==> src/sv/ctis_pkg.sv <==
// Package with shared constants, types and functions for the frame transform.
`timescale 1ns / 1ps
package ctis_pkg;

  localparam int CordicStagesDef = 24;
  localparam int FracBitsDef = 24;
  localparam int InW = 32;
  localparam int OutW = 48;
  localparam int CfgIdxW = 8;
  localparam int CfgDataW = 32;
  localparam logic [31:0] GainQ32 = 32'd2608131497;

  localparam logic [CfgIdxW-1:0] RegLengthScale = CfgIdxW'(0);
  localparam logic [CfgIdxW-1:0] RegVelocityScale = CfgIdxW'(1);

  typedef logic [31:0] turn_t;

  function automatic turn_t atan_turn(input int i);
    turn_t t;
    case (i)
      0: t = 32'h20000000;  1: t = 32'h12E4051E;  2: t = 32'h09FB385B;
      3: t = 32'h051111D4;  4: t = 32'h028B0D43;  5: t = 32'h0145D7E1;
      6: t = 32'h00A2F61E;  7: t = 32'h00517C55;  8: t = 32'h0028BE53;
      9: t = 32'h00145F2F;  10: t = 32'h000A2F98; 11: t = 32'h000517CC;
      12: t = 32'h00028BE6; 13: t = 32'h000145F3; 14: t = 32'h0000A2FA;
      15: t = 32'h0000517D; 16: t = 32'h000028BE; 17: t = 32'h0000145F;
      18: t = 32'h00000A30; 19: t = 32'h00000518; 20: t = 32'h0000028C;
      21: t = 32'h00000146; 22: t = 32'h000000A3; 23: t = 32'h00000051;
      24: t = 32'h00000029; 25: t = 32'h00000014; 26: t = 32'h0000000A;
      27: t = 32'h00000005; 28: t = 32'h00000003; 29: t = 32'h00000001;
      30: t = 32'h00000001;
      default: t = 32'h00000000;
    endcase
    return t;
  endfunction

  typedef struct packed {
    logic signed [InW-1:0] px;
    logic signed [InW-1:0] py;
    logic signed [InW-1:0] pz;
    logic signed [InW-1:0] vx;
    logic signed [InW-1:0] vy;
    logic signed [InW-1:0] vz;
  } vec_t;

  typedef struct packed {
    logic signed [InW-1:0] pos_x;
    logic signed [InW-1:0] pos_y;
    logic signed [InW-1:0] pos_z;
    logic signed [InW-1:0] vel_x;
    logic signed [InW-1:0] vel_y;
    logic signed [InW-1:0] vel_z;
    turn_t phase;
  } in_item_t;

  typedef struct packed {
    logic signed [OutW-1:0] out_pos_x;
    logic signed [OutW-1:0] out_pos_y;
    logic signed [OutW-1:0] out_pos_z;
    logic signed [OutW-1:0] out_vel_x;
    logic signed [OutW-1:0] out_vel_y;
    logic signed [OutW-1:0] out_vel_z;
    logic saturated;
  } out_item_t;

  typedef struct packed {
    logic [CfgIdxW-1:0] idx;
    logic [CfgDataW-1:0] val;
  } cfg_item_t;

endpackage

==> src/sv/ctis_scale.sv <==
// Signed-magnitude scaling by a Q16.16 register with rounding and clamp.
`timescale 1ns / 1ps
module ctis_scale (
  input  logic clk,
  input  logic en,
  input  logic signed [39:0] v_i,
  input  logic [31:0] k_i,
  output logic signed [ctis_pkg::OutW-1:0] r_o,
  output logic sat_o
);
  logic neg_r;
  logic [39:0] m;
  logic [71:0] p_r;
  logic [72:0] r;
  assign m = v_i[39] ? 40'(-v_i) : 40'(v_i);
  always_ff @(posedge clk) begin
    if (en) begin
      neg_r <= v_i[39];
      p_r <= 72'(m) * 72'(k_i);
    end
  end
  always_comb begin
    r = (73'(p_r) + 73'(1 << 23)) >> 24;
    sat_o = 1'b0;
    if (!neg_r && r > 73'h7FFFFFFFFFFF) begin
      r = 73'h7FFFFFFFFFFF; sat_o = 1'b1;
    end
    if (neg_r && r > 73'h800000000000) begin
      r = 73'h800000000000; sat_o = 1'b1;
    end
    r_o = neg_r ? ctis_pkg::OutW'(-r) : ctis_pkg::OutW'(r);
  end
endmodule

==> config.mk <==
export PLATFORM = sky130hd
export DESIGN_NAME = ctis_scale
export DESIGN_NICKNAME = d
export VERILOG_FILES = /design/src/sv/ctis_pkg.sv /design/src/sv/ctis_scale.sv
export SDC_FILE = /design/constraint.sdc
export NUM_CORES = 2
export LEC_CHECK = 0
export ABC_AREA = 1
export ABC_CLOCK_PERIOD_IN_PS = 8800
export BUFFER_PORTS_ARGS = -buffer_cell sky130_fd_sc_hd__buf_4
export CORE_UTILIZATION = 55
export DETAILED_ROUTE_END_ITERATION = 10
export GPL_ROUTABILITY_DRIVEN = 0
export PLACE_DENSITY = 0.74
export SLEW_MARGIN = 15
export SYNTH_ARGS = -nofsm -noshare
export SYNTH_HDL_FRONTEND = slang
export SYNTH_SLANG_ARGS = --single-unit
==> constraint.sdc <==
create_clock -name clk -period 8.8 [get_ports clk]
set_input_delay 0.88 -clock clk [delete_from_list [all_inputs] [get_ports clk]]
set_output_delay 0.88 -clock clk [all_outputs]
set_load 0.005 [all_outputs]
# Word level (Yosys, flattened, before mapping)

Cells that the tools add are included.

Input port bits: 74
Bits in registers: 73
Bits in latches: 0
Memory bits (read-only): 0
Memories kept: 0
Word-level logic and storage cells: 17
Memory bits (writable): 0

Reductions and logical operators: 3
Mux-type cells: 6
Add/sub/neg operators: 3
Shift-type cells: 0
Bitwise gates (word level): 0
Div/mod/pow operators: 0
Equal/unequal tests: 0
Multipliers: 1
Magnitude comparators: 2

Operator list:

| kind                     | count |
|---|---|
| $mux W48                 | 2 |
| $add A72 B24 Y73 const B | 1 |
| $mul A40 B32 Y72         | 1 |
| $gt A49 B47 Y1 const B   | 1 |
| $gt A49 B48 Y1 const B   | 1 |
| $mux W49                 | 1 |
| $neg A48 Y48             | 1 |
| $mux W40                 | 1 |
| $neg A40 Y40             | 1 |
| $logic_and A1 B1 Y1      | 2 |
| $mux W1                  | 2 |
| $logic_not A1 Y1         | 1 |

# Longest topological paths before layout

Depth after elaboration: 9
Depth in mapped cells: 49
Depth with buffers taken out: 47

# Least setup slack after synthesis

OpenSTA, ideal clock, no wires.

Path kind: input -> register
Start: in v_i[0]
End: reg p_r[69] (data pin)
Slack: -0.567 ns
Required time: 8.535 ns
Cell stages on the path: 45
Setup time: 0.265 ns
Arrival: 9.103 ns
Cells stage by stage: clkbuf_1 > nor3_1 > nand2_1 > inv_1 > nand2_1 > inv_1 > nand2_1 > inv_1 > nand2_1 > nor2_1 > inv_1 > nor2_1 > nand2_1 > o41ai_1 > or2_2 > nand2_1 > inv_1 > clkbuf_1 > [9 not listed] > fa_1 > inv_1 > fa_1 > inv_1 > ha_1 > nand2_1 > nor2_1 > inv_1 > nor2_1 > inv_1 > nor4_1 > a21oi_1 > o21ai_0 > nand3_1 > nand2_1 > nand4_1 > o211ai_1 > xor2_1

Word-level cells in the longest chain between the ends: 3

Ends and longest elaborated chain:

| element              | RTL line         | source |
|---|---|---|
| start, declared      | ctis_scale.sv:6  | `input logic signed [39:0] v_i,` |
| $neg A40 Y40         | ctis_scale.sv:15 | `assign m = v_i[39] ? 40'(-v_i) : 40'(v_i);` |
| $mux W40 *           | ctis_scale.sv:15 |  |
| $mul A40 B32 Y72 *   | ctis_scale.sv:19 | `p_r <= 72'(m) * 72'(k_i);` |
| end signal, assigned | ctis_scale.sv:19 |  |
| end, declared        | ctis_scale.sv:13 | `logic [71:0] p_r;` |

Every way passes the cells marked *; elsewhere a longest branch is shown, timed or not.
A chain may end at the register's enable or synchronous reset.

# Final worst setup path

Start: in v_i[2]
End: reg p_r[68] (data pin)

Same word-level chain as after synthesis.

==> metrics list <==
* Number of antenna repair diodes: 0
* CTS tree: done
* Worst Setup Slack, final: -0.4243 ns
- The routed layout has 43010 vias.
* Data arrival time of the critical path: 9.26 ns
* Slowest Stage Delay on Critical Path: 0.59 ns
- Number of CTS-inserted buffers: 5
- Clock tree synthesis selected as its root buffer the cell clkbuf_16.
- Number of instances on the worst hold path: 2
* Mapped Nets: 7294
- Subtracting the final worst setup slack from the clock period gives 9.224 ns.
* List of most frequent post-synthesis cells: inv_1 (1371), fa_1 (1135), nand2_1 (1117)
- Final-report hold violation count: 0
- Dominant cell type by area after synthesis: fa_1
- In this run the core area contains 105 standard-cell rows.
* Syn-to-layout area delta: 20.55%
- After the first detailed-routing iteration, the DRC count stood at 4563.
- Overall die area: 84560 µm²
* Global-route usage over all layers: 0.3835
* Synth async-reset ratio: 0
- Antenna viol nets, final: 0
- Count of maximum capacitance violations: 0
- Adding up every negative setup slack in the final design gives -5.881 ns.
- FF+latch area: 1501 µm²
- Fraction of post-synthesis cell area in the top cell type by area: 0.4954
- Die Span Y: 290.8 µm
- CTS saw 50 sinks.
- Deepest clock path buffer count: 2
* Placed cells: 7329
- Of all nets on the critical path, the largest fanout is 5.
- Highest attainable clock frequency: 108.4 MHz
* Congestion Overflow GR: 0
- Status: finished with violations
- WL final: 167900 µm
- The synthesized netlist contains 57 unique library cells.
- Before antenna repair, the detailed router went through 7 iterations.
- At the pin with the least slew margin, the transition time is 0.7837 ns.
- For this configuration, the core starts out at a cell density of 0.5577.
- First-pass GRT wire length: 245200 µm
- The tightest min-delay check is of the primary input to flop type.
- Mean post-synth cell area: 7.889 µm²
* # setup viols final: 32
- RSZ-0062 raised after global routing: true
- The final layout contains 7847 nets.
- Largest net degree at the start of global routing: 73
- Measured against its own limit, the worst slew margin works out to 0.4743.
- Gate Count Post-Synth: 5814
- Data required time of the worst path: 8.84 ns
- The cell area that synthesis handed to floorplanning was 45870 µm².
* Violated checks: setup timing
- The worst setup path is of the primary input to flop kind.
* Detailed placement HPWL: 131000 µm
- In this run, post-CTS hold repair placed 0 buffers.
- The floorplan step defined a core boundary enclosing 82240 µm².
- Startpoint type of the worst setup path: primary input
- Final design utilization: 0.6724
- Number of cells in the finished layout apart from fillers: 7437
* I/O Buffers: 122
* Synthesis warning total: 0
- Number of antenna violations at the first check in global routing: 4
- Hold path start: v_i[39]
- Dominant cell by count in the synthesized netlist: inv_1
- Depth of the CTS H-tree: 2
- The floorplan step set the die width to 290.8 µm.
- In the finished design, the share of the clock period the worst path needs comes to 1.048.
- Clock transition at the registers of the reported paths: 0.06 ns
- Most used cell along the critical path: inv_2
* Sequential fraction of the synthesis area: 0.03273
- Number of placed I/O pins: 123
- EDFF count, synth: 50
- Ratio of cells with drive above 1 in the final layout: 0.2089
- Destination of the worst hold path: neg_r
* Nature of the critical path endpoint: flop
- The largest individual stage delay along the critical path comes from the cell fa_2.
- After detailed routing, the number of vias per cell comes to 5.783.
* Most common flop cell mapped by yosys: edfxtp_1
- WL/cell: 22.57 µm
- The number of global-route vias before repair came to 44120.
- Max Transition Viols Final: 0
* Total DRC errors in the routed layout: 0
- In the final layout, the multi-input gates occupy 40230 µm².
* Flip-flop and latch count after synthesis: 50
- Dominant cells by area after synthesis: fa_1 (50%), inv_1 (11%), nand2_1 (9.1%)
- Layout fillers: 6199
[metrics by stage]
step	hold slack [ns]	cell area (µm²)	worst slack, ns
after floorplan	0.9789	46060	-0.06024
after global placement	1.365	51990	-0.9294
after detailed placement	1.366	51990	-1.052
after CTS	1.076	53120	-0.06979
after global routing	1.096	55300	-0.6918
final	1.111	55300	-0.4243
[state kept, by name, summed over array words and instances, names as in the netlist]
register and flops:
p_r 49, neg_r 1
[worst max-delay path, delay by kind of cell]
kind / cells / cell delay, ns
buf+inv: 13 / 1.14
xor+xnor: 1 / 0.08
fa+ha+maj: 9 / 4.58
compound gates: 7 / 1.64
simple gates: 11 / 0.92
[routing by layer]
metal,up-vias,GRT usage,share of wire,wire length (µm)
met4,8,0.2808,0.10,16750
met1,20879,0.4565,0.32,54460
met5,-,0,0.00031,52
met2,3203,0.5866,0.44,73020
met3,1017,0.1216,0.14,23570
li1,17903,-,-,-
[worst max-delay path by stage]
stage	startpoint	endpoint	cells past startpoint
floorplan	v_i[0]	p_r[69]	45
global placement	v_i[2]	p_r[70]	40
detailed placement	v_i[14]	p_r[65]	38
CTS	v_i[19]	p_r[65]	42
global route	v_i[15]	p_r[68]	40
finish	v_i[2]	p_r[68]	41
[cell type report]
class / instances / share of cell area
Clock buffer: 6 / 0.002331
Inverter: 1400 / 0.09623
Sequential cell: 50 / 0.02715
Tap cell: 1070 / 0.02421
Timing Repair Buffer: 794 / 0.1224
Clock inverter: 1 / 0.0001358
Multi-Input combinational cell: 4116 / 0.7275
[layout by cell type (no fill, tap or decap), types with 7 or more instances in the layout]
| cell | n |
|---|---|
| o21ai_0 | 47 |
| nor3_1 | 15 |
| o21ai_2 | 12 |
| nand2_1 | 1046 |
| a31oi_1 | 9 |
| ha_1 | 235 |
| a21oi_4 | 9 |
| a21oi_2 | 47 |
| edfxtp_1 | 50 |
| o41ai_1 | 14 |
| xnor2_1 | 32 |
| xor2_1 | 94 |
| nor2_4 | 34 |
| buf_6 | 50 |
| or2_2 | 19 |
| nand3b_1 | 10 |
| clkinv_1 | 17 |
| nand4_1 | 31 |
| inv_2 | 70 |
| buf_8 | 8 |
| o21ai_1 | 26 |
| fa_2 | 56 |
| inv_1 | 1297 |
| nand2_4 | 22 |
| nor3_2 | 7 |
| nand2_2 | 55 |
| nor2_2 | 67 |
| o21ai_4 | 7 |
| nand3_1 | 78 |
| clkbuf_16 | 7 |
| nand3_2 | 18 |
| ha_4 | 34 |
| o21a_1 | 15 |
| buf_12 | 42 |
| fa_1 | 1079 |
| nor2_1 | 846 |
| a21oi_1 | 65 |
| buf_4 | 692 |
[cells by family after synthesis]
family | share of synthesized area
flip-flops | 0.03273
XOR/XNOR | 0.02559
adder cells (fa/ha/maj) | 0.5693
AO/OA/AOI/OAI | 0.03797
buffers and inverters | 0.1369
AND/OR/NAND/NOR | 0.1976
[timing repair]
item | in CTS | in global routing
gates resized for setup | 189 | 475
pin swaps | 75 | 258
buffers inserted | 39 | 65
cloned | 0 | 2
setup endpoints to repair | 37 | 43
Power is not shown: default switching activity piles up to over one toggle a cycle in this logic, so the estimate is an artifact.
