### src/sv/ctis_pkg.sv
// Package with shared constants, types and functions for the frame transform.
`timescale 1ns / 1ps
package ctis_pkg;

  localparam int CordicStagesDef = 24;
  localparam int FracBitsDef = 24;
  localparam int InW = 32;
  localparam int OutW = 48;
  localparam int CfgIdxW = 8;
  localparam int CfgDataW = 32;
  localparam logic [31:0] GainQ32 = 32'd2608131497;

  localparam logic [CfgIdxW-1:0] RegLengthScale = CfgIdxW'(0);
  localparam logic [CfgIdxW-1:0] RegVelocityScale = CfgIdxW'(1);

  typedef logic [31:0] turn_t;

  function automatic turn_t atan_turn(input int i);
    turn_t t;
    case (i)
      0: t = 32'h20000000;  1: t = 32'h12E4051E;  2: t = 32'h09FB385B;
      3: t = 32'h051111D4;  4: t = 32'h028B0D43;  5: t = 32'h0145D7E1;
      6: t = 32'h00A2F61E;  7: t = 32'h00517C55;  8: t = 32'h0028BE53;
      9: t = 32'h00145F2F;  10: t = 32'h000A2F98; 11: t = 32'h000517CC;
      12: t = 32'h00028BE6; 13: t = 32'h000145F3; 14: t = 32'h0000A2FA;
      15: t = 32'h0000517D; 16: t = 32'h000028BE; 17: t = 32'h0000145F;
      18: t = 32'h00000A30; 19: t = 32'h00000518; 20: t = 32'h0000028C;
      21: t = 32'h00000146; 22: t = 32'h000000A3; 23: t = 32'h00000051;
      24: t = 32'h00000029; 25: t = 32'h00000014; 26: t = 32'h0000000A;
      27: t = 32'h00000005; 28: t = 32'h00000003; 29: t = 32'h00000001;
      30: t = 32'h00000001;
      default: t = 32'h00000000;
    endcase
    return t;
  endfunction

  typedef struct packed {
    logic signed [InW-1:0] px;
    logic signed [InW-1:0] py;
    logic signed [InW-1:0] pz;
    logic signed [InW-1:0] vx;
    logic signed [InW-1:0] vy;
    logic signed [InW-1:0] vz;
  } vec_t;

  typedef struct packed {
    logic signed [InW-1:0] pos_x;
    logic signed [InW-1:0] pos_y;
    logic signed [InW-1:0] pos_z;
    logic signed [InW-1:0] vel_x;
    logic signed [InW-1:0] vel_y;
    logic signed [InW-1:0] vel_z;
    turn_t phase;
  } in_item_t;

  typedef struct packed {
    logic signed [OutW-1:0] out_pos_x;
    logic signed [OutW-1:0] out_pos_y;
    logic signed [OutW-1:0] out_pos_z;
    logic signed [OutW-1:0] out_vel_x;
    logic signed [OutW-1:0] out_vel_y;
    logic signed [OutW-1:0] out_vel_z;
    logic saturated;
  } out_item_t;

  typedef struct packed {
    logic [CfgIdxW-1:0] idx;
    logic [CfgDataW-1:0] val;
  } cfg_item_t;

endpackage

### src/sv/ctis_cell.sv
// One CORDIC rotation cell that also carries the state vector along.
`timescale 1ns / 1ps
module ctis_cell #(
  parameter int Idx = 0,
  parameter int XW = 32
) (
  input  logic clk,
  input  logic en,
  input  logic signed [XW-1:0] x_i,
  input  logic signed [XW-1:0] y_i,
  input  logic signed [32:0] z_i,
  input  logic [1:0] q_i,
  input  ctis_pkg::vec_t v_i,
  output logic signed [XW-1:0] x_o,
  output logic signed [XW-1:0] y_o,
  output logic signed [32:0] z_o,
  output logic [1:0] q_o,
  output ctis_pkg::vec_t v_o
);
  logic signed [XW-1:0] dx, dy;
  logic signed [32:0] at;
  assign dx = y_i >>> Idx;
  assign dy = x_i >>> Idx;
  assign at = $signed({1'b0, ctis_pkg::atan_turn(Idx)});
  always_ff @(posedge clk) begin
    if (en) begin
      if (!z_i[32]) begin
        x_o <= x_i - dx; y_o <= y_i + dy; z_o <= z_i - at;
      end else begin
        x_o <= x_i + dx; y_o <= y_i - dy; z_o <= z_i + at;
      end
      q_o <= q_i;
      v_o <= v_i;
    end
  end
endmodule

### config.mk
export PLATFORM = sky130hd
export DESIGN_NAME = ctis_cell
export DESIGN_NICKNAME = d
export VERILOG_FILES = /design/src/sv/ctis_pkg.sv /design/src/sv/ctis_cell.sv
export SDC_FILE = /design/constraint.sdc
export NUM_CORES = 1
export LEC_CHECK = 0
export BUFFER_PORTS_ARGS = -buffer_cell sky130_fd_sc_hd__buf_2
export CAP_MARGIN = 10
export CORE_MARGIN = 2
export CORE_UTILIZATION = 25
export DETAILED_ROUTE_END_ITERATION = 7
export GPL_ROUTABILITY_DRIVEN = 0
export SYNTH_ARGS = -nofsm -noshare
export SYNTH_HDL_FRONTEND = slang
export SYNTH_SLANG_ARGS = --single-unit
### constraint.sdc
create_clock -name clk -period 4.9 [get_ports clk]
set_clock_uncertainty 0.05 [all_clocks]
set_input_delay 0.98 -clock clk [delete_from_list [all_inputs] [get_ports clk]]
set_output_delay 0.98 -clock clk [all_outputs]
set_load 0.02 [all_outputs]
## Word level (Yosys, flattened, before mapping)

Index checks and enable logic that the tools add are counted.

- Logic and storage cells: 18
- Input port bits: 293
- Flip-flop bits (word level): 291
- Output and inout bits: 291

- Multiplexer cells: 3
- Add/subtract/negate cells: 5

Operators by type and width:

| cell | number |
|---|---|
| $mux 32 | 2 |
| $sub 32x32->32 | 2 |
| $add 33x31->33 const B | 1 |
| $mux 33 | 1 |
| $sub 33x31->33 const B | 1 |
| $add 32x32->32 | 1 |

## Logic depth before layout (Yosys ltp)

Gate-level depths: netlist (run 1).

- Depth in word-level cells: 2
- Depth in mapped cells: 12
- Gate-level depth less buffers: 12

## Worst setup path after synthesis (run 1)

Ideal clock, no wire load.

- Path type: input -> register
- Start: in x_i[4]
- End: reg x_o[31], data pin
- Buffers on the path: 1
- Slack: 1.210 ns
- Arrival time: 3.371 ns
- Setup time: 0.269 ns
- Data required time: 4.581 ns
- Stages on the path: 12
- Cells stage by stage: inv_1 > ha_1 > buf_4 > nor2b_2 > or4_4 > o2111a_1 > a211o_1 > o21ba_1 > a211o_1 > xnor2_1 > a221oi_1 > o41ai_1

- Longest elaborated chain between the ends: 2
- Elaborated cells between the ends (all ways): 3

Ends and longest elaborated chain:

| item | line | source |
|---|---|---|
| from (decl) | ctis_cell.sv:9 | `input logic signed [XW-1:0] x_i,` |
| $sub 32x32->32 / $add 32x32->32 (equally long branches) | ctis_cell.sv:28, ctis_cell.sv:30 |  |
| $mux 32 (*) | ctis_cell.sv:27 | `if (!z_i[32]) begin` |
| to (signal assigned) | ctis_cell.sv:28 | `x_o <= x_i - dx; y_o <= y_i + dy; z_o <= z_i - at;` |
| to (signal assigned) | ctis_cell.sv:30 | `x_o <= x_i + dx; y_o <= y_i - dy; z_o <= z_i + at;` |
| to (decl) | ctis_cell.sv:14 | `output logic signed [XW-1:0] x_o,` |

Every way passes the cells marked *; elsewhere a longest branch is shown, timed or not.
A chain may end at the register's enable or synchronous reset.

## Worst setup path in the final report (run 1)

- Start: in x_i[2]
- End: reg y_o[20], data pin

- Longest elaborated chain between the ends: 2
- Elaborated cells between the ends (all ways): 3

Ends and longest elaborated chain:

| item | line | source |
|---|---|---|
| $add 32x32->32 / $sub 32x32->32 (equally long branches) | ctis_cell.sv:28, ctis_cell.sv:30 |  |
| $mux 32 (*) | ctis_cell.sv:27 |  |
| to (signal assigned) | ctis_cell.sv:28 |  |
| to (signal assigned) | ctis_cell.sv:30 |  |
| to (decl) | ctis_cell.sv:15 | `output logic signed [XW-1:0] y_o,` |

Marked as above.

==> flow_metrics.py, run 1 <==
metrics = {
    "setup_path": {
        "worstPathCellList": "buf_2 > inv_1 > ha_1 > nor2b_1 > o2111ai_1 > a311oi_1 > o31ai_1 > nor2_1 > o21ai_1 > or3b_2 > o31ai_1 > xnor2_1",
        "path_buf_inv": 2,
        "setup.worst_path.end_class": "flip-flop",
        "critPathMaxStageDelay_ns": 0.68,
        "arrival_ns": 4.02,
        "crit_fanout": 9,
        "slowest_stage": "o31ai_1",
        "crit_top_cell": "o31ai_1",
        "worst-setup-path-type": "in -> reg",
        "cp.required_ns": 5.13,
        "startpoint_type": "input port",
        "critPathTopFamily": "compound AO/OA/AOI/OAI gates",
    },
    "placement": {
        "dp_cells": 2416,
        "port-buffer-count": 583,
        "pre_cts_ws_ns": 0.568,
        "hpwl_um": 51000,
    },
    "pwr": {
        "p_switching_uw": 2200,
        "powerDensity_nw_per_um2": 381,
        "comb_power_share": 0.216,
        "cellLeakagePower_uw": 0.00836,
        "p_int_uw": 5080,
        "p_clk_frac": 0.355,
        "power_frac_seq": 0.428,
        "switching_share": 0.302,
        "ir_worst_vdd_mv": 0.249,
        "total_power_uw": 7270,
    },
    "sta": {
        "fmaxAchievable_mhz": 264,
        "finalHoldViolations": 0,
        "layout_setup_ws_ns": 1.11,
        "setup-violations-final": 0,
        "period_needed_ns": 3.79,
        "hold_slack_ns": 0.566,
        "tightestPinTransition_ns": 0.983,
        "rsz0062_at_grt": "no",
        "maxSlewHeadroom": 0.344,
        "post-route-period-util": 0.774,
        "drv_slew": 0,
        "fin_setup_tns_ns": 0,
    },
    "floorplan": {
        "dieWidth_um": 242,
        "rows": 87,
        "initial_core_util": 0.252,
        "io_pins": 584,
        "die-area_um2": 58600,
        "dieHeight_um": 242,
        "coreArea_um2": 56300,
    },
    "finish": {
        "instances_no_fill": 2479,
        "nets": 2089,
        "mostFrequentLayoutCell": "buf_2",
        "drive_gt1_frac": 0.385,
        "final_cell_mix": "buf_2 (582), edfxtp_1 (290), a21oi_1 (105), ha_1 (96), inv_1 (90)",
        "area_growth_pct": 34.6,
        "fill_cells": 5653,
    },
    "synthesis": {
        "synth_nets": 1503,
        "ys_types": 77,
        "synth_edf_count": 290,
        "seq_area_frac_synth": 0.614,
        "syn_area_um2": 14200,
        "yosysWarnings": 0,
        "synthFlopType": "edfxtp_1",
        "avgSynthCellArea_um2": 12.8,
        "synth_seq_cells": 290,
        "postSynth.asyncResetShare": 0,
        "netlist_instances": 1110,
    },
    "cts": {
        "path_clk_slew_ns": 0.07,
        "clockBufferDepth": 3,
        "cts_tree": "done",
        "cts-root-buf": "clkbuf_16",
        "cts_sinks": 290,
        "post-cts-setup-buffers": 0,
        "cts_resized": 0,
        "htreeDepth": 2,
        "numCtsBuffers": 34,
        "cts_hold_buffers": 0,
    },
    "grt": {
        "overflow": 0,
        "grt_pass1_wl_um": 85600,
        "grt_use_total": 0.205,
        "grt_pass1_vias": 11600,
        "antenna_found_initial": 37,
        "grt_max_degree": 108,
    },
    "routing": {
        "drc": 0,
        "antenna_left": 0,
        "drt_iter0_drc": 927,
        "wl_per_cell_um": 25.1,
        "dr.pass1.iters": 6,
        "vias": 11700,
        "via_per_inst": 4.72,
        "wl_um": 62100,
    },
    "min_path": {
        "min_from": "v_i[43]",
        "holdPathStages": 1,
        "min_to": "v_o[43]",
        "hold_class": "in -> reg",
    },
    "flow_run": {
        "maxCapViolations": 0,
    },
    "status": {
        "status": "finished, final reports clean",
    },
}
[final cells by class]
type / instances / area [um2] / area share
Tap cell: 756 / 946 / 0.0496
Inverter: 97 / 364 / 0.0191
Clock inverter: 24 / 239 / 0.0125
Timing Repair Buffer: 590 / 3010 / 0.157
Antenna cell: 2 / 5.00 / 0.000262
Clock buffer: 37 / 883 / 0.0463
Multi-Input combinational cell: 683 / 4930 / 0.258
Sequential cell: 290 / 8710 / 0.456
[per-layer routing]
layer	vias to the layer above	GRT usage	share of wire
li1	5251	-	-
met1	5640	0.224	0.36
met2	637	0.372	0.51
met3	155	0.0707	0.092
met4	10	0.0615	0.038
met5	-	0	0.0011
[power by group through the flow]
stage	sequential, uW	combinational, uW	clock [uW]
CTS	3120	1580	2680
detailed placement	3170	1570	0
finish	3110	1570	2580
floorplan	3470	552	0
global placement	3170	1570	0
global route	3130	1680	2760
[state kept, by name, summed over array words and instances (netlist names)]
name  flops
v_o     192
z_o      33
y_o      32
x_o      31
q_o       2
[worst max-delay path by stage]
stage / depth (start not counted) / from / endpoint
after floorplan: 12 / x_i[4] / x_o[31]
after detailed placement: 12 / x_i[4] / x_o[31]
after global routing: 12 / x_i[4] / x_o[31]
after global placement: 12 / x_i[4] / x_o[31]
after CTS: 12 / x_i[4] / x_o[31]
final: 12 / x_i[2] / y_o[20]
[metrics by stage]
stage / instance area (um2) / utilization
6_report: 19100 / 0.339
5_1_grt: 19100 / 0.339
2_1_floorplan: 14200 / -
3_3_place_gp: 18000 / 0.319
4_1_cts: 19100 / 0.339
3_5_place_dp: 18000 / 0.319
[cells by family (layout without fill, tap and decap cells)]
family | count (synthesis) | in the layout | synth area share
other | 0 | 2 | 0
adder cells (fa/ha/maj) | 100 | 100 | 0.0904
XOR/XNOR | 63 | 63 | 0.0389
buffers and inverters | 137 | 748 | 0.0381
AO/OA/AOI/OAI | 308 | 308 | 0.142
flip-flops | 290 | 290 | 0.614
multiplexers | 11 | 11 | 0.00777
AND/OR/NAND/NOR | 201 | 201 | 0.0684
[synth_stat cells (3+ instances only)]
cell type  number  share of area
a21oi_1       105          0.037
buf_1          10         0.0026
inv_1          90          0.024
nor3_1         17         0.0060
o211ai_1        6         0.0032
o21a_1         11         0.0058
mux2i_1        11         0.0078
clkbuf_1       20         0.0053
o31ai_1         8         0.0042
or3_1           9         0.0040
xor2_1         13         0.0080
o211a_1         4         0.0028
nand2_1        38          0.010
inv_2           5         0.0013
nand3_1         9         0.0032
fa_1            4         0.0056
xnor2_1        50          0.031
nor4_1          3         0.0013
nor2_1         73          0.019
a31oi_1         6         0.0026
a211oi_1        6         0.0032
buf_2           6         0.0021
buf_4           3         0.0016
edfxtp_1      290           0.61
o21ai_0        55          0.019
and3_1          6         0.0026
a211o_1         5         0.0031
o21ai_1        15         0.0053
o21bai_1       19          0.010
nand2b_1       10         0.0044
a21boi_0        3         0.0016
o221ai_1        3         0.0019
a21o_1         25          0.013
nand4_1        12         0.0053
nor2b_1        12         0.0053
ha_1           96          0.085
Note: power is estimated with default switching activity, not from simulation.
==> inputs of run 2 (changes only) <==
--- a/config.mk
+++ b/config.mk
@@ -5,6 +5,7 @@
 export SDC_FILE = /design/constraint.sdc
 export NUM_CORES = 1
 export LEC_CHECK = 0
+export ABC_AREA = 1
 export BUFFER_PORTS_ARGS = -buffer_cell sky130_fd_sc_hd__buf_2
 export CAP_MARGIN = 10
 export CORE_MARGIN = 2
==> constraint.sdc (replaced) <==
create_clock -name clk -period 4 [get_ports clk]
set_clock_uncertainty 0.05 [all_clocks]
set_input_delay 0.8 -clock clk [delete_from_list [all_inputs] [get_ports clk]]
set_output_delay 0.8 -clock clk [all_outputs]
set_load 0.02 [all_outputs]
==> flow_metrics.py, run 2 <==
metrics = {
    "status": {
        "status": "finished, final reports clean",
    },
    "routing": {
        "wl_um": 67400,
        "drt_iter0_drc": 1307,
        "via_per_inst": 4.43,
        "dr.pass1.iters": 5,
        "wl_per_cell_um": 20.3,
        "vias": 14700,
        "antenna_left": 0,
        "drc": 0,
    },
    "finish": {
        "largest_reg_flops": 192,
        "regMostFlops": "v_o",
        "drive_gt1_frac": 0.269,
        "fill_cells": 6826,
        "area_growth_pct": 30.6,
        "biggestRegsByFlops": "v_o: 192 flops, z_o: 33 flops, y_o: 32 flops",
        "instances_no_fill": 3321,
        "nets": 2826,
        "final_cell_mix": "nand2_1 (621), buf_2 (582), inv_1 (334), edfxtp_1 (290), nand3_1 (148)",
        "utilization": 0.330,
        "mostFrequentLayoutCell": "nand2_1",
        "final_area_um2": 21300,
    },
    "placement": {
        "hpwl_um": 55200,
        "port-buffer-count": 583,
        "dp_cells": 3250,
        "placed_area_um2": 20100,
    },
    "synthesis": {
        "yosysWarnings": 0,
        "yosysMostFrequentCell": "nand2_1",
        "synth.area.top_cells": "edfxtp_1 (53%), nand2_1 (14%), inv_1 (7.7%)",
        "syn_area_um2": 16300,
        "synth_edf_count": 290,
        "synthFlopType": "edfxtp_1",
        "seq_area_frac_synth": 0.535,
        "avgSynthCellArea_um2": 8.83,
        "ys_top_cells_by_count": "nand2_1 (621), inv_1 (335), edfxtp_1 (290), nand3_1 (148), nor2_1 (100)",
        "postSynth.asyncResetShare": 0,
        "ys_types": 36,
        "synth_top_area_frac": 0.535,
        "netlist.top_cell.by_area": "edfxtp_1",
        "synth_seq_cells": 290,
        "netlist_instances": 1845,
        "synth_nets": 2238,
    },
    "floorplan": {
        "dieWidth_um": 259,
        "die-area_um2": 67200,
        "initial_core_util": 0.253,
        "io_pins": 584,
        "dieHeight_um": 259,
        "rows": 93,
        "coreArea_um2": 64500,
    },
    "flow_run": {
        "maxCapViolations": 0,
    },
    "setup_path": {
        "startpoint_type": "input port",
        "arrival_ns": 2.81,
        "setup.worst_path.end_class": "flip-flop",
        "cp.required_ns": 4.23,
        "crit_fanout": 11,
        "worst-setup-path-type": "in -> reg",
    },
    "pwr": {
        "powerDensity_nw_per_um2": 435,
        "ir_worst_vdd_mv": 0.254,
        "cellLeakagePower_uw": 0.0107,
        "total_power_uw": 9260,
    },
    "sta": {
        "setup-violations-final": 0,
        "finalHoldViolations": 0,
        "rsz0062_at_grt": "no",
        "drv_slew": 0,
        "maxSlewHeadroom": 0.469,
        "post-route-period-util": 0.645,
        "fmaxAchievable_mhz": 388,
        "tightestPinTransition_ns": 0.796,
        "fin_setup_tns_ns": 0,
        "period_needed_ns": 2.58,
    },
    "grt": {
        "antenna_found_initial": 9,
        "grt_max_degree": 95,
        "grt_use_total": 0.192,
        "overflow": 0,
        "grt_pass1_vias": 14200,
        "grt_pass1_wl_um": 94200,
    },
    "cts": {
        "path_clk_slew_ns": 0.06,
        "clockBufferDepth": 3,
        "cts_hold_buffers": 0,
        "cts_resized": 0,
        "numCtsBuffers": 36,
        "post-cts-setup-buffers": 0,
        "cts_sinks": 290,
        "cts-root-buf": "clkbuf_16",
        "htreeDepth": 2,
        "cts_tree": "done",
    },
    "min_path": {
        "hold_class": "in -> reg",
        "holdPathStages": 1,
    },
}
==> run 2: where the power goes <==
part	switching [uW]	total [uW]	leakage, uW	internal (uW)
Clock	1360	3360	0.000579	2000
Combinational	1460	2090	0.00727	630
Sequential	111	3800	0.00284	3690
==> run 2: worst paths after layout <==
check / start / to / slack (ns)
hold / removal: z_i[24] / z_o[24] / 0.38
setup / recovery: x_i[6] / x_o[18] / 1.42
==> run 2: kinds of logic after synthesis <==
kind of cell,after synthesis,synth area share
AO/OA/AOI/OAI,133,0.0441
AND/OR/NAND/NOR,916,0.231
buffers and inverters,379,0.0967
adder cells (fa/ha/maj),100,0.0787
XOR/XNOR,27,0.0145
flip-flops,290,0.535
==> run 2: metal layers <==
metal  part of all wire  track usage
met5            0.00052            0
met4              0.044       0.0852
met3              0.071       0.0384
met2               0.52        0.359
met1               0.37        0.210
==> run 2: metrics by stage <==
step | worst slack [ns] | hold slack (ns)
floorplan | 1.53 | 0.849
detailed placement | 0.918 | 0.928
global placement | 0.904 | 0.926
finish | 1.42 | 0.378
global route | 1.27 | 0.338
CTS | 1.48 | 0.331
==> run 2: final cells by class <==
cell class	instances	area, um2	share of cell area
flip-flops and latches	290	8710	0.409
multi-input cells	1176	6000	0.282
repair buffers	592	3020	0.142
inverters	337	1260	0.0595
well taps	855	1070	0.0503
clock buffers	44	931	0.0438
clock inverters	21	259	0.0122
diodes	6	15.0	0.000706
==> run 2: critical path, stage by stage <==
cell,delay (ns)
buf_2,0.11
inv_1,0.04
ha_1,0.52
nand2_1,0.16
nor2_1,0.26
nand3_1,0.22
nand3_1,0.27
a21oi_1,0.14
inv_1,0.07
nand2_1,0.05
nand3_1,0.08
nand2_1,0.08
==> inputs of run 3 (changes only) <==
--- a/config.mk
+++ b/config.mk
@@ -5,7 +5,7 @@
 export SDC_FILE = /design/constraint.sdc
 export NUM_CORES = 1
 export LEC_CHECK = 0
-export ABC_AREA = 1
+export ABC_AREA = 0
 export BUFFER_PORTS_ARGS = -buffer_cell sky130_fd_sc_hd__buf_2
 export CAP_MARGIN = 10
 export CORE_MARGIN = 2
==> constraint.sdc (replaced) <==
create_clock -name clk -period 2.5 [get_ports clk]
set_clock_uncertainty 0.05 [all_clocks]
set_input_delay 0.5 -clock clk [delete_from_list [all_inputs] [get_ports clk]]
set_output_delay 0.5 -clock clk [all_outputs]
set_load 0.02 [all_outputs]
==> flow_metrics.py, run 3 (synthesis gave the netlist of run 1 again) <==
metrics = {
    "pwr": {
        "cellLeakagePower_uw": 0.0101,
        "powerDensity_nw_per_um2": 697,
        "p_switching_uw": 4880,
        "comb_power_share": 0.257,
        "p_int_uw": 10900,
        "p_clk_frac": 0.356,
        "ir_worst_vdd_mv": 0.434,
        "switching_share": 0.309,
        "total_power_uw": 15800,
        "power_frac_seq": 0.387,
    },
    "grt": {
        "antenna_found_initial": 40,
        "globalRouteMet2Util": 0.406,
        "grt_pass1_wl_um": 94500,
        "grt_use_total": 0.224,
        "overflow": 0,
        "grt_max_degree": 58,
        "grt_pass1_vias": 13000,
        "grtUsageMet3": 0.105,
        "grtUsageMet1": 0.230,
        "top_usage_layer": "met2",
    },
    "setup_path": {
        "crit_fanout": 3,
        "startpoint_type": "input port",
        "cp.required_ns": 2.74,
        "worst-setup-path-type": "in -> reg",
        "arrival_ns": 3.03,
        "setup.worst_path.end_class": "flip-flop",
    },
    "cts": {
        "cts_tree": "done",
        "path_clk_slew_ns": 0.07,
        "htreeDepth": 2,
        "cts_sinks": 290,
        "numCtsBuffers": 37,
        "cts-root-buf": "clkbuf_16",
        "clockBufferDepth": 3,
    },
    "sta": {
        "maxSlewHeadroom": 0.626,
        "setup-violations-final": 27,
        "finalHoldViolations": 0,
        "tightestPinTransition_ns": 0.557,
        "post-route-period-util": 1.11,
        "drv_slew": 0,
        "period_needed_ns": 2.79,
        "fin_setup_tns_ns": -3.37,
        "fmaxAchievable_mhz": 359,
        "layout_setup_ws_ns": -0.286,
        "rsz0062_at_grt": "yes",
    },
    "routing": {
        "dr.pass1.iters": 5,
        "drc": 0,
        "vias": 13000,
        "antenna_left": 0,
        "drt_iter0_drc": 882,
        "wl_um": 68500,
        "wl_per_cell_um": 24.6,
        "via_per_inst": 4.65,
    },
    "finish": {
        "mostFrequentLayoutCell": "buf_2",
        "drive_gt1_frac": 0.539,
        "instances_no_fill": 2788,
        "final_cell_mix": "buf_2 (567), buf_4 (293), edfxtp_1 (290), a21oi_1 (84), inv_1 (80)",
        "area_growth_pct": 59.7,
        "largest_reg_flops": 192,
        "biggestRegsByFlops": "v_o: 192 flops, z_o: 33 flops, y_o: 32 flops",
        "utilization": 0.402,
        "fill_cells": 5443,
        "nets": 2392,
        "regMostFlops": "v_o",
    },
    "min_path": {
        "hold_class": "in -> reg",
    },
    "floorplan": {
        "die-area_um2": 58600,
        "coreArea_um2": 56300,
        "io_pins": 584,
        "dieHeight_um": 242,
        "dieWidth_um": 242,
        "initial_core_util": 0.252,
        "rows": 87,
    },
    "status": {
        "violations": "setup timing",
        "status": "finished, violations left",
    },
    "placement": {
        "hpwl_um": 55900,
        "dp_cells": 2686,
        "port-buffer-count": 583,
    },
    "flow_run": {
        "maxCapViolations": 0,
    },
}
run 3: cell types whose count changed in the layout (fill, tap and decap cells not counted), moves of 13 or more:
| cell | previous run | this run |
|---|---|---|
| a21oi_2 | 0 | 16 |
| xnor2_1 | 0 | 47 |
| buf_6 | 0 | 18 |
| inv_1 | 334 | 80 |
| o21ai_1 | 1 | 14 |
| xor2_1 | 27 | 13 |
| ha_1 | 96 | 74 |
| nand2_1 | 621 | 34 |
| buf_2 | 582 | 567 |
| buf_4 | 7 | 293 |
| ha_4 | 0 | 16 |
| nand3_1 | 148 | 8 |
| nor2_1 | 100 | 67 |
| a21o_1 | 2 | 25 |
run 3: worst max-delay path, cell delays in order:
cell and delay [ns]:
buf_12 0.10, inv_12 0.03, ha_4 0.28, nor2b_4 0.04, or4_4 0.46, o2111a_1 0.26, a211o_1 0.31, o21ba_4 0.24
a211o_1 0.30, xnor2_1 0.14, a221oi_1 0.27, o41ai_1 0.11
run 3: per-stage QoR:
stage          hold WS [ns]  setup slack [ns]  cell area (um2)
2_1_floorplan         0.549            -0.655            14300
3_3_place_gp          0.627             -1.05            20100
3_5_place_dp          0.628             -1.10            20100
4_1_cts              0.0172            -0.252            22200
5_1_grt              0.0233            -0.286            22600
6_report             0.0525            -0.286            22600
run 3: cell type report:
| cell class | count | area (um2) | share of cell area |
|---|---|---|---|
| diodes | 4 | 10.0 | 0.000442 |
| inverters | 97 | 397 | 0.0175 |
| well taps | 756 | 946 | 0.0418 |
| clock buffers | 41 | 941 | 0.0416 |
| repair buffers | 890 | 5440 | 0.240 |
| clock inverters | 27 | 330 | 0.0146 |
| flip-flops and latches | 290 | 8710 | 0.385 |
| multi-input cells | 683 | 5860 | 0.259 |
run 3: power groups by stage:
stage / clock network (uW) / logic, uW / registers (uW)
after floorplan: 0 / 1130 / 6810
after global placement: 0 / 3660 / 6210
after detailed placement: 0 / 3680 / 6200
after CTS: 5750 / 3920 / 6110
after global routing: 5930 / 4300 / 6150
final: 5610 / 4060 / 6110
run 3: final timing paths:
| path | from | to | slack, ns | depth (start not counted) |
|---|---|---|---|---|
| hold / removal | v_i[122] | v_o[122] | 0.05 | 1 |
| setup / recovery | x_i[4] | x_o[31] | -0.29 | 12 |
run 3: timing repair:
action | CTS | global route
hold buffers | 0 | 0
setup buffers | 19 | 18
pin swaps | 69 | 66
setup endpoints to repair | 35 | 38
gates resized for setup | 139 | 66
run 3: routing by layer:
metal | wire (um) | vias up
li1 | - | 5873
met1 | 23000 | 6268
met2 | 34800 | 610
met3 | 7810 | 174
met4 | 2580 | 38
met5 | 239 | -
